## src/hw/rtl/aeet_pkg.sv

```systemverilog
// Shared types and constants of the ADC endstop EMA trigger core.
// No dependencies; used by every other file of the block.
package aeet_pkg;

  localparam int unsigned AccW    = 64;
  localparam int unsigned ValW    = 32;
  localparam int unsigned ShiftW  = 5;
  localparam int unsigned CountW  = 8;
  localparam int unsigned ReasonW = 8;
  localparam int unsigned CmdW    = 3;
  localparam int unsigned FaultW  = 2;
  localparam int unsigned DbW     = 31;
  localparam int unsigned CfgIdxW = 3;

  localparam logic [AccW-1:0] AccHalf = {1'b1, {(AccW-1){1'b0}}};

  localparam logic [FaultW-1:0] FaultNone    = 2'd0;
  localparam logic [FaultW-1:0] FaultSensor  = 2'd1;
  localparam logic [FaultW-1:0] FaultStopped = 2'd2;

  typedef enum logic [CmdW-1:0] {
    CmdSample    = 3'd0,
    CmdReinit    = 3'd1,
    CmdArm       = 3'd2,
    CmdSensorErr = 3'd3,
    CmdSrcStop   = 3'd4
  } cmd_e;

  typedef enum logic [CfgIdxW-1:0] {
    RegDeadband  = 3'd0,
    RegSetpoint  = 3'd1,
    RegTrendLow  = 3'd2,
    RegTrendHigh = 3'd3,
    RegFastShift = 3'd4,
    RegSlowShift = 3'd5,
    RegConfirm   = 3'd6,
    RegReason    = 3'd7
  } cfg_idx_e;

  typedef struct packed {
    logic [DbW-1:0]     deadband;
    logic [ValW-1:0]    setpoint;
    logic [ValW-1:0]    trend_low;
    logic [ValW-1:0]    trend_high;
    logic [ShiftW-1:0]  fast_shift;
    logic [ShiftW-1:0]  slow_shift;
    logic [CountW-1:0]  confirm_count;
    logic [ReasonW-1:0] reason_code;
  } cfg_t;

endpackage

```

## src/hw/rtl/adc_endstop_ema_trigger_core.sv

```systemverilog
// A request is accepted into the input register and computed from there into the result
// register, from which it is offered on m_axis; an m_axis stall holds it in the input register.
// Throughput: one request per cycle while m_axis does not stall; the whole filter and trigger
// update of a request is done combinationally between the input and the result register.
// Reset (rst_ni low, asynchronous) empties both registers, puts both filters at zero,
// clears all flags and counters, and restores the register defaults.
module adc_endstop_ema_trigger_core #(
  parameter int unsigned OutDataW = 176
) (
  input  logic                          clk_i,
  input  logic                          rst_ni,
  input  logic                          cfg_valid_i,
  output logic                          cfg_ready_o,
  input  logic [aeet_pkg::CfgIdxW-1:0]  cfg_index_i,
  input  logic [aeet_pkg::ValW-1:0]     cfg_data_i,
  input  logic                          s_axis_tvalid,
  output logic                          s_axis_tready,
  // Fields from bit 0: sample[31:0], ticks[63:32].
  input  logic [2*aeet_pkg::ValW-1:0]   s_axis_tdata,
  // Fields from bit 0: command[2:0].
  input  logic [aeet_pkg::CmdW-1:0]     s_axis_tuser,
  output logic                          m_axis_tvalid,
  input  logic                          m_axis_tready,
  // Fields from bit 0: trigger_fire[0], fire_reason[8:1], fault[10:9],
  // homing_active[11], trig_latched[12], trigger_time[44:13], latest_sample[76:45],
  // latest_ticks[108:77], fast_average[140:109], slow_average[172:141], zero pad.
  output logic [OutDataW-1:0]           m_axis_tdata
);

  localparam int unsigned ResW = 5 * aeet_pkg::ValW + aeet_pkg::ReasonW
                                 + aeet_pkg::FaultW + 3;

  aeet_pkg::cfg_t cfg;

  aeet_cfg_regs u_cfg (
    .clk_i       (clk_i),
    .rst_ni      (rst_ni),
    .cfg_valid_i (cfg_valid_i),
    .cfg_ready_o (cfg_ready_o),
    .cfg_index_i (cfg_index_i),
    .cfg_data_i  (cfg_data_i),
    .cfg_o       (cfg)
  );

  // Input register.
  logic                        in_valid_q;
  logic [aeet_pkg::CmdW-1:0]   in_cmd_q;
  logic [aeet_pkg::ValW-1:0]   in_sample_q, in_ticks_q;
  logic                        out_valid_q;
  logic                        advance, proc;

  assign advance       = !out_valid_q || m_axis_tready;
  assign proc          = in_valid_q && advance;
  assign s_axis_tready = !in_valid_q || advance;

  always_ff @(posedge clk_i or negedge rst_ni) begin
    if (!rst_ni) begin
      in_valid_q <= 1'b0;
    end else if (s_axis_tready) begin
      in_valid_q <= s_axis_tvalid;
    end
  end

  always_ff @(posedge clk_i) begin
    if (s_axis_tready && s_axis_tvalid) begin
      in_cmd_q    <= s_axis_tuser;
      in_sample_q <= s_axis_tdata[aeet_pkg::ValW-1:0];
      in_ticks_q  <= s_axis_tdata[2*aeet_pkg::ValW-1:aeet_pkg::ValW];
    end
  end

  // Detector state.
  logic [aeet_pkg::AccW-1:0]   fast_acc_q, fast_acc_d, slow_acc_q, slow_acc_d;
  logic [aeet_pkg::ValW-1:0]   fast_avg_q, fast_avg_d, slow_avg_q, slow_avg_d;
  logic [aeet_pkg::CountW-1:0] remain_q, remain_d;
  logic                        homing_q, homing_d, trig_flag_q, trig_flag_d;
  logic [aeet_pkg::ValW-1:0]   trig_time_q, trig_time_d;
  logic [aeet_pkg::ValW-1:0]   last_val_q, last_val_d, last_ticks_q, last_ticks_d;

  logic [aeet_pkg::AccW-1:0]   fast_step_acc, fast_init_acc, slow_step_acc, slow_init_acc;
  logic [aeet_pkg::ValW-1:0]   fast_step_avg, slow_step_avg;

  aeet_ema_step u_fast (
    .acc_i      (fast_acc_q),
    .sample_i   (in_sample_q),
    .setpoint_i (cfg.setpoint),
    .shift_i    (cfg.fast_shift),
    .step_acc_o (fast_step_acc),
    .step_avg_o (fast_step_avg),
    .init_acc_o (fast_init_acc)
  );

  aeet_ema_step u_slow (
    .acc_i      (slow_acc_q),
    .sample_i   (in_sample_q),
    .setpoint_i (cfg.setpoint),
    .shift_i    (cfg.slow_shift),
    .step_acc_o (slow_step_acc),
    .step_avg_o (slow_step_avg),
    .init_acc_o (slow_init_acc)
  );

  logic signed [aeet_pkg::ValW+1:0] fa_w, ta_w, db_w;
  logic                             band_out, trend_out, fire;
  logic [aeet_pkg::FaultW-1:0]      fault;

  always_comb begin
    fa_w      = (aeet_pkg::ValW+2)'($signed(fast_step_avg));
    ta_w      = (aeet_pkg::ValW+2)'($signed(slow_avg_q));
    db_w      = (aeet_pkg::ValW+2)'(cfg.deadband);
    band_out  = (fa_w > ta_w + db_w) || (fa_w < ta_w - db_w);
    trend_out = ($signed(slow_step_avg) > $signed(cfg.trend_high))
             || ($signed(slow_step_avg) < $signed(cfg.trend_low));

    fast_acc_d   = fast_acc_q;
    slow_acc_d   = slow_acc_q;
    fast_avg_d   = fast_avg_q;
    slow_avg_d   = slow_avg_q;
    remain_d     = remain_q;
    homing_d     = homing_q;
    trig_flag_d  = trig_flag_q;
    trig_time_d  = trig_time_q;
    last_val_d   = last_val_q;
    last_ticks_d = last_ticks_q;
    fire         = 1'b0;
    fault        = aeet_pkg::FaultNone;

    unique case (in_cmd_q)
      aeet_pkg::CmdSample: begin
        last_val_d   = in_sample_q;
        last_ticks_d = in_ticks_q;
        fast_acc_d   = fast_step_acc;
        fast_avg_d   = fast_step_avg;
        if (band_out && remain_q != '0) begin
          if (homing_q && remain_q == cfg.confirm_count) begin
            trig_time_d = in_ticks_q;
          end
          remain_d = remain_q - 1'b1;
          if (remain_q == aeet_pkg::CountW'(1)) begin
            trig_flag_d = 1'b1;
            if (homing_q) begin
              fire     = 1'b1;
              homing_d = 1'b0;
            end
          end
        end else if (!band_out && remain_q < cfg.confirm_count) begin
          remain_d    = cfg.confirm_count;
          trig_flag_d = 1'b0;
          if (homing_q) begin
            trig_time_d = '0;
          end
        end
        if (!band_out) begin
          slow_acc_d = slow_step_acc;
          slow_avg_d = slow_step_avg;
          if (trend_out) begin
            trig_flag_d = 1'b1;
            if (homing_q) begin
              fire     = 1'b1;
              homing_d = 1'b0;
            end
          end
        end
      end
      aeet_pkg::CmdReinit: begin
        fast_acc_d = fast_init_acc;
        slow_acc_d = slow_init_acc;
      end
      aeet_pkg::CmdArm: begin
        if (cfg.confirm_count == '0) begin
          homing_d = 1'b0;
        end else begin
          remain_d = cfg.confirm_count;
          homing_d = 1'b1;
        end
      end
      aeet_pkg::CmdSensorErr: begin
        if (homing_q) begin
          fire  = 1'b1;
          fault = aeet_pkg::FaultSensor;
        end
      end
      aeet_pkg::CmdSrcStop: begin
        if (homing_q) begin
          fire  = 1'b1;
          fault = aeet_pkg::FaultStopped;
        end
      end
      default: ;
    endcase
  end

  always_ff @(posedge clk_i or negedge rst_ni) begin
    if (!rst_ni) begin
      fast_acc_q   <= aeet_pkg::AccHalf;
      slow_acc_q   <= aeet_pkg::AccHalf;
      fast_avg_q   <= '0;
      slow_avg_q   <= '0;
      remain_q     <= '0;
      homing_q     <= 1'b0;
      trig_flag_q  <= 1'b0;
      trig_time_q  <= '0;
      last_val_q   <= '0;
      last_ticks_q <= '0;
    end else if (proc) begin
      fast_acc_q   <= fast_acc_d;
      slow_acc_q   <= slow_acc_d;
      fast_avg_q   <= fast_avg_d;
      slow_avg_q   <= slow_avg_d;
      remain_q     <= remain_d;
      homing_q     <= homing_d;
      trig_flag_q  <= trig_flag_d;
      trig_time_q  <= trig_time_d;
      last_val_q   <= last_val_d;
      last_ticks_q <= last_ticks_d;
    end
  end

  // Result register.
  logic [ResW-1:0] res_q, res_d;

  assign res_d = {slow_avg_d, fast_avg_d, last_ticks_d, last_val_d, trig_time_d,
                  trig_flag_d, homing_d, fault,
                  fire ? cfg.reason_code : {aeet_pkg::ReasonW{1'b0}}, fire};

  always_ff @(posedge clk_i or negedge rst_ni) begin
    if (!rst_ni) begin
      out_valid_q <= 1'b0;
    end else if (advance) begin
      out_valid_q <= in_valid_q;
    end
  end

  always_ff @(posedge clk_i) begin
    if (proc) begin
      res_q <= res_d;
    end
  end

  assign m_axis_tvalid = out_valid_q;
  assign m_axis_tdata  = OutDataW'(res_q);

`ifndef SYNTHESIS
  a_fault_fires: assert property (@(posedge clk_i) disable iff (!rst_ni)
    out_valid_q && res_q[10:9] != aeet_pkg::FaultNone |-> res_q[0] && res_q[10:9] != 2'd3)
    else $error("fault reported without a fired trigger");

  a_homing_rise: assert property (@(posedge clk_i) disable iff (!rst_ni)
    $rose(homing_q) |-> $past(proc) && $past(in_cmd_q) == aeet_pkg::CmdArm)
    else $error("homing armed without an arm request");

  a_sample_fire_disarms: assert property (@(posedge clk_i) disable iff (!rst_ni)
    proc && fire && fault == aeet_pkg::FaultNone |=> !homing_q && trig_flag_q)
    else $error("sample trigger did not disarm homing");

  a_no_fire_idle: assert property (@(posedge clk_i) disable iff (!rst_ni)
    proc && !homing_q |-> !fire)
    else $error("trigger fired while not homing");
`endif

endmodule

```

## src/hw/rtl/aeet_cfg_regs.sv

```systemverilog
// Configuration register file of the ADC endstop EMA trigger core.
// Depends on aeet_pkg for the register index codes and the cfg_t bundle.
module aeet_cfg_regs (
  input  logic                         clk_i,
  input  logic                         rst_ni,
  input  logic                         cfg_valid_i,
  output logic                         cfg_ready_o,
  input  logic [aeet_pkg::CfgIdxW-1:0] cfg_index_i,
  input  logic [aeet_pkg::ValW-1:0]    cfg_data_i,
  output aeet_pkg::cfg_t               cfg_o
);

  localparam aeet_pkg::cfg_t CfgReset = '{
    deadband:      '0,
    setpoint:      '0,
    trend_low:     {1'b1, {(aeet_pkg::ValW-1){1'b0}}},
    trend_high:    {1'b0, {(aeet_pkg::ValW-1){1'b1}}},
    fast_shift:    '0,
    slow_shift:    '0,
    confirm_count: '0,
    reason_code:   '0
  };

  aeet_pkg::cfg_t cfg_q, cfg_d;

  assign cfg_ready_o = 1'b1;
  assign cfg_o       = cfg_q;

  always_comb begin
    cfg_d = cfg_q;
    if (cfg_valid_i) begin
      unique case (aeet_pkg::cfg_idx_e'(cfg_index_i))
        aeet_pkg::RegDeadband:  cfg_d.deadband      = cfg_data_i[aeet_pkg::DbW-1:0];
        aeet_pkg::RegSetpoint:  cfg_d.setpoint      = cfg_data_i;
        aeet_pkg::RegTrendLow:  cfg_d.trend_low     = cfg_data_i;
        aeet_pkg::RegTrendHigh: cfg_d.trend_high    = cfg_data_i;
        aeet_pkg::RegFastShift: cfg_d.fast_shift    = cfg_data_i[aeet_pkg::ShiftW-1:0];
        aeet_pkg::RegSlowShift: cfg_d.slow_shift    = cfg_data_i[aeet_pkg::ShiftW-1:0];
        aeet_pkg::RegConfirm:   cfg_d.confirm_count = cfg_data_i[aeet_pkg::CountW-1:0];
        aeet_pkg::RegReason:    cfg_d.reason_code   = cfg_data_i[aeet_pkg::ReasonW-1:0];
      endcase
    end
  end

  always_ff @(posedge clk_i or negedge rst_ni) begin
    if (!rst_ni) begin
      cfg_q <= CfgReset;
    end else begin
      cfg_q <= cfg_d;
    end
  end

endmodule

```

## src/hw/rtl/aeet_ema_step.sv

```systemverilog
// One update of an offset-binary EMA accumulator, plus its reload value from a setpoint.
// Depends on aeet_pkg for widths and the offset constant.
module aeet_ema_step (
  input  logic [aeet_pkg::AccW-1:0]   acc_i,
  input  logic [aeet_pkg::ValW-1:0]   sample_i,
  input  logic [aeet_pkg::ValW-1:0]   setpoint_i,
  input  logic [aeet_pkg::ShiftW-1:0] shift_i,
  output logic [aeet_pkg::AccW-1:0]   step_acc_o,
  output logic [aeet_pkg::ValW-1:0]   step_avg_o,
  output logic [aeet_pkg::AccW-1:0]   init_acc_o
);

  logic [aeet_pkg::AccW-1:0] smp_ext, sp_ext, sum, half, avg;

  always_comb begin
    smp_ext    = {{(aeet_pkg::AccW-aeet_pkg::ValW){sample_i[aeet_pkg::ValW-1]}}, sample_i};
    sp_ext     = {{(aeet_pkg::AccW-aeet_pkg::ValW){setpoint_i[aeet_pkg::ValW-1]}}, setpoint_i};
    // Rounding term is half an LSB of the shifted value, zero for no shift.
    half       = (aeet_pkg::AccW'(1) << shift_i) >> 1;
    sum        = acc_i + smp_ext;
    avg        = ((sum + half) >> shift_i) - (aeet_pkg::AccHalf >> shift_i);
    step_acc_o = sum - avg;
    step_avg_o = avg[aeet_pkg::ValW-1:0];
    init_acc_o = aeet_pkg::AccHalf + (sp_ext << shift_i) - sp_ext;
  end

endmodule
```

## config.mk

```make
export PLATFORM = sky130hd
export DESIGN_NAME = adc_endstop_ema_trigger_core
export DESIGN_NICKNAME = d
export VERILOG_FILES = /design/src/hw/rtl/aeet_pkg.sv /design/src/hw/rtl/adc_endstop_ema_trigger_core.sv /design/src/hw/rtl/aeet_cfg_regs.sv /design/src/hw/rtl/aeet_ema_step.sv
export SDC_FILE = /design/constraint.sdc
export NUM_CORES = 2
export LEC_CHECK = 0
export BUFFER_PORTS_ARGS = -buffer_cell sky130_fd_sc_hd__buf_2
export CAP_MARGIN = 25
export CORE_MARGIN = 1.5
export CORE_UTILIZATION = 58
export CTS_CLUSTER_SIZE = 24
export DETAILED_ROUTE_END_ITERATION = 12
export PLACE_DENSITY_LB_ADDON = 0.25
export SKIP_LAST_GASP = 1
export SYNTH_ARGS = -nofsm -noshare
export SYNTH_HDL_FRONTEND = slang
export SYNTH_SLANG_ARGS = --single-unit
```

## constraint.sdc

```tcl
create_clock -name clk_i -period 12.23 [get_ports clk_i]
set_input_delay 1.223 -clock clk_i [delete_from_list [all_inputs] [get_ports clk_i]]
set_output_delay 1.223 -clock clk_i [all_outputs]
set_load 0.02 [all_outputs]
```

==> results.sh <==
export IMPL_cts_buffers=81
export IMPL_synth_cell_types=102
export IMPL_maxCapViolations=0
export IMPL_ys_ff_latch=693
export IMPL_initial_core_util=0.585
export IMPL_cts_buffer_depth=3
export IMPL_drc=0
export IMPL_grt_max_degree=149
export IMPL_reg2reg_to="slow_acc_q[63]"
export IMPL_gp_congestion=1.10
export IMPL_cts_tree="built"
export IMPL_firstDrtPassIters=10
export IMPL_fin_skew_ns=0.0319
export IMPL_dr_total_vias=76900
export IMPL_hold_path_class="reg2reg"
export IMPL_hold_violations=0
export IMPL_grt_total_usage=0.431
export IMPL_rsz0062_at_grt="yes"
export IMPL_clock_sinks=693
export IMPL_grt_pass1_vias=72400
export IMPL_routedWlPerCell_um=24.6
export IMPL_drive_above_1_share=0.195
export IMPL_whs_ns=0.482
export IMPL_reg2reg_depth=70
export IMPL_clockRootBuffer="clkbuf_16"
export IMPL_antenna_found_initial=18
export IMPL_crit_fanout=5
export IMPL_slew_violations=0
export IMPL_die_area_um2=129000
export IMPL_cts_hold_buf=0
export IMPL_path_clk_slew_ns=0.06
export IMPL_synth_area_per_cell_um2=8.04
export IMPL_yosys_warnings=0
export IMPL_clock_latency_ns=0.73
export IMPL_synth_top_area_frac=0.143
export IMPL_preCtsSetupSlack_ns=-0.384
export IMPL_routed_wl_um=291000
export IMPL_dominantRegCellSynth="dfrtp_1"
export IMPL_reg2reg_slack_ns=-0.007
export IMPL_grt_pass1_wl_um=431000
export IMPL_setup_slack_ns=-0.00743
export IMPL_violations="negative setup slack"
export IMPL_num_rows=130
export IMPL_wl_met2_um=127000
export IMPL_rr_startpoint="in_sample_q[0]"
export IMPL_synth_top_cells_by_area="dfrtp_1, ha_1, edfxtp_1, nand2_1, o21ai_0"
export IMPL_cp_start_kind="register"
export IMPL_setup_violations=1
export IMPL_area_growth_pct=18.8
export IMPL_seq_area_frac_synth=0.253
export IMPL_tightest_slew_ns=1.18
export IMPL_die_h_um=359
export IMPL_finalNetCount=11000
export IMPL_slowest_stage="edfxtp_1"
export IMPL_drtAntennaViolNets=0
export IMPL_setup_worst_path_class="reg2reg"
export IMPL_yosysTopAreaCell="dfrtp_1"
export IMPL_htree_levels=3
export IMPL_finalCritPeriodShare=1.00
export IMPL_min_path_cells=2
export IMPL_cpPeakStageDelay_ns=0.40
export IMPL_die_x_um=359
export IMPL_relSlewSlack=0.211
export IMPL_fmax_mhz=81.7
export IMPL_dp_hpwl_um=226000
export IMPL_io_pins=286
export IMPL_m1WireLength_um=111000
export IMPL_cp_common_cell="o21a_1"
export IMPL_syn_inst=9150
export IMPL_yosysMostFrequentCell="nand2_1"
export IMPL_min_period_ns=12.24
export IMPL_met3_length_um=31000
export IMPL_end_kind="register"
export IMPL_vias_per_cell=6.50
export IMPL_ys_async_sr_fraction=0.654
export IMPL_syn_area_um2=73600
export IMPL_port_buffers=281
export IMPL_grt_overflow=0
export IMPL_cp_required_ns=12.87
export IMPL_min_from="fast_avg_q[8]"
export IMPL_holdPathEnd="fast_avg_q[8]"
export IMPL_yosys_top_cells_count="nand2_1, ha_1, nor2_1"
export IMPL_core_area_um2=126000
export IMPL_outcome="finished, violations left"
export IMPL_synth_edf_count=240
export IMPL_top_layer_used="met5"
export IMPL_drt_iter0_markers=9325
export IMPL_worstPathArrival_ns=12.87
sequential cells by signal, summed over array words and instances, names as in the netlist, 64 cells and up:
name         cells
slow_acc_q      64
res_q          173
fast_acc_q      64
u_cfg.cfg_o    153
layout by cell type, fill, tap and decap left out, types with 67 or more instances in the layout:
cell type  instances
a211oi_1         106
nor2_1           785
edfxtp_1         240
buf_4            963
mux2i_1          252
nand4_1          101
a21o_1           269
dfrtp_1          409
ha_1             792
xnor2_1          319
inv_1            466
a21oi_1          645
xor2_1           147
o21ai_0          659
nor2b_1           92
nor3_1           173
a22o_1            67
and3_1            70
buf_2            280
nand2b_1          97
a31oi_1          149
o21a_1            98
and2_1            70
o21bai_1          87
nand3_1          158
nand2_1         1233
clkbuf_16         81
mux2_2           143
layer usage:
layer	GRT usage	vias to the layer above
li1	-	35100
met1	0.539	36500
met2	0.670	4222
met3	0.101	997
met4	0.277	12
met5	0	-
cells by family after synthesis:
| group | count (synthesis) | share of synthesized area |
|---|---|---|
| AND/OR/NAND/NOR | 3065 | 0.188 |
| flip-flops | 693 | 0.253 |
| multiplexers | 480 | 0.0784 |
| buffers and inverters | 889 | 0.0465 |
| adder cells (fa/ha/maj) | 822 | 0.141 |
| other | 2 | 0.000102 |
| XOR/XNOR | 485 | 0.0578 |
| AO/OA/AOI/OAI | 2714 | 0.236 |
area by class of cell:
| cell class | instances | area, µm² |
|---|---|---|
| multi-input combinational | 7570 | 53000 |
| fill | 10300 | 38300 |
| sequential | 693 | 18600 |
| timing repair buffer | 1272 | 9130 |
| clock buffer | 106 | 2220 |
| tap | 1650 | 2060 |
| inverter | 481 | 1810 |
| clock inverter | 45 | 596 |
| antenna | 9 | 22.5 |
how the worst max path moves through the flow:
| stage | from | end | cells after the start |
|---|---|---|---|
| floorplan | u_cfg.cfg_o[16] | slow_acc_q[63] | 68 |
| global placement | in_sample_q[1] | fast_acc_q[61] | 64 |
| detailed placement | in_sample_q[0] | slow_acc_q[63] | 69 |
| CTS | in_sample_q[0] | slow_acc_q[63] | 69 |
| global route | in_sample_q[0] | slow_acc_q[63] | 70 |
| finish | in_sample_q[0] | slow_acc_q[63] | 70 |
worst max-delay path: cells and delay by family, from the launching register on:
kind,cells,cell delay (ns)
mux,1,0.24
fa+ha+maj,5,1.42
xor+xnor,3,0.51
buf+inv,5,0.73
simple gates,19,2.03
flops,1,0.40
compound gates,37,6.83
stage by stage:
step                      instance area, µm²  instances  utilization  TNS (ns)
after floorplan                        73600       9152            -         0
after global placement                 82800      11600        0.658     -1.08
after global routing                   87400      11800        0.695     -6.46
after detailed placement               82800      11600        0.658     -2.69
after CTS                              85800      11800        0.683   -0.0255
final                                  87400      11800        0.695  -0.00743
repair_timing:
item	CTS	global route
endpoints found under the hold margin	0	0
pin swaps	16	145
resized for setup	43	243
setup endpoints to repair	44	226
buffers inserted	9	54
Power is not shown: default switching activity piles up to over one toggle a cycle in this logic, so the estimate is an artifact.
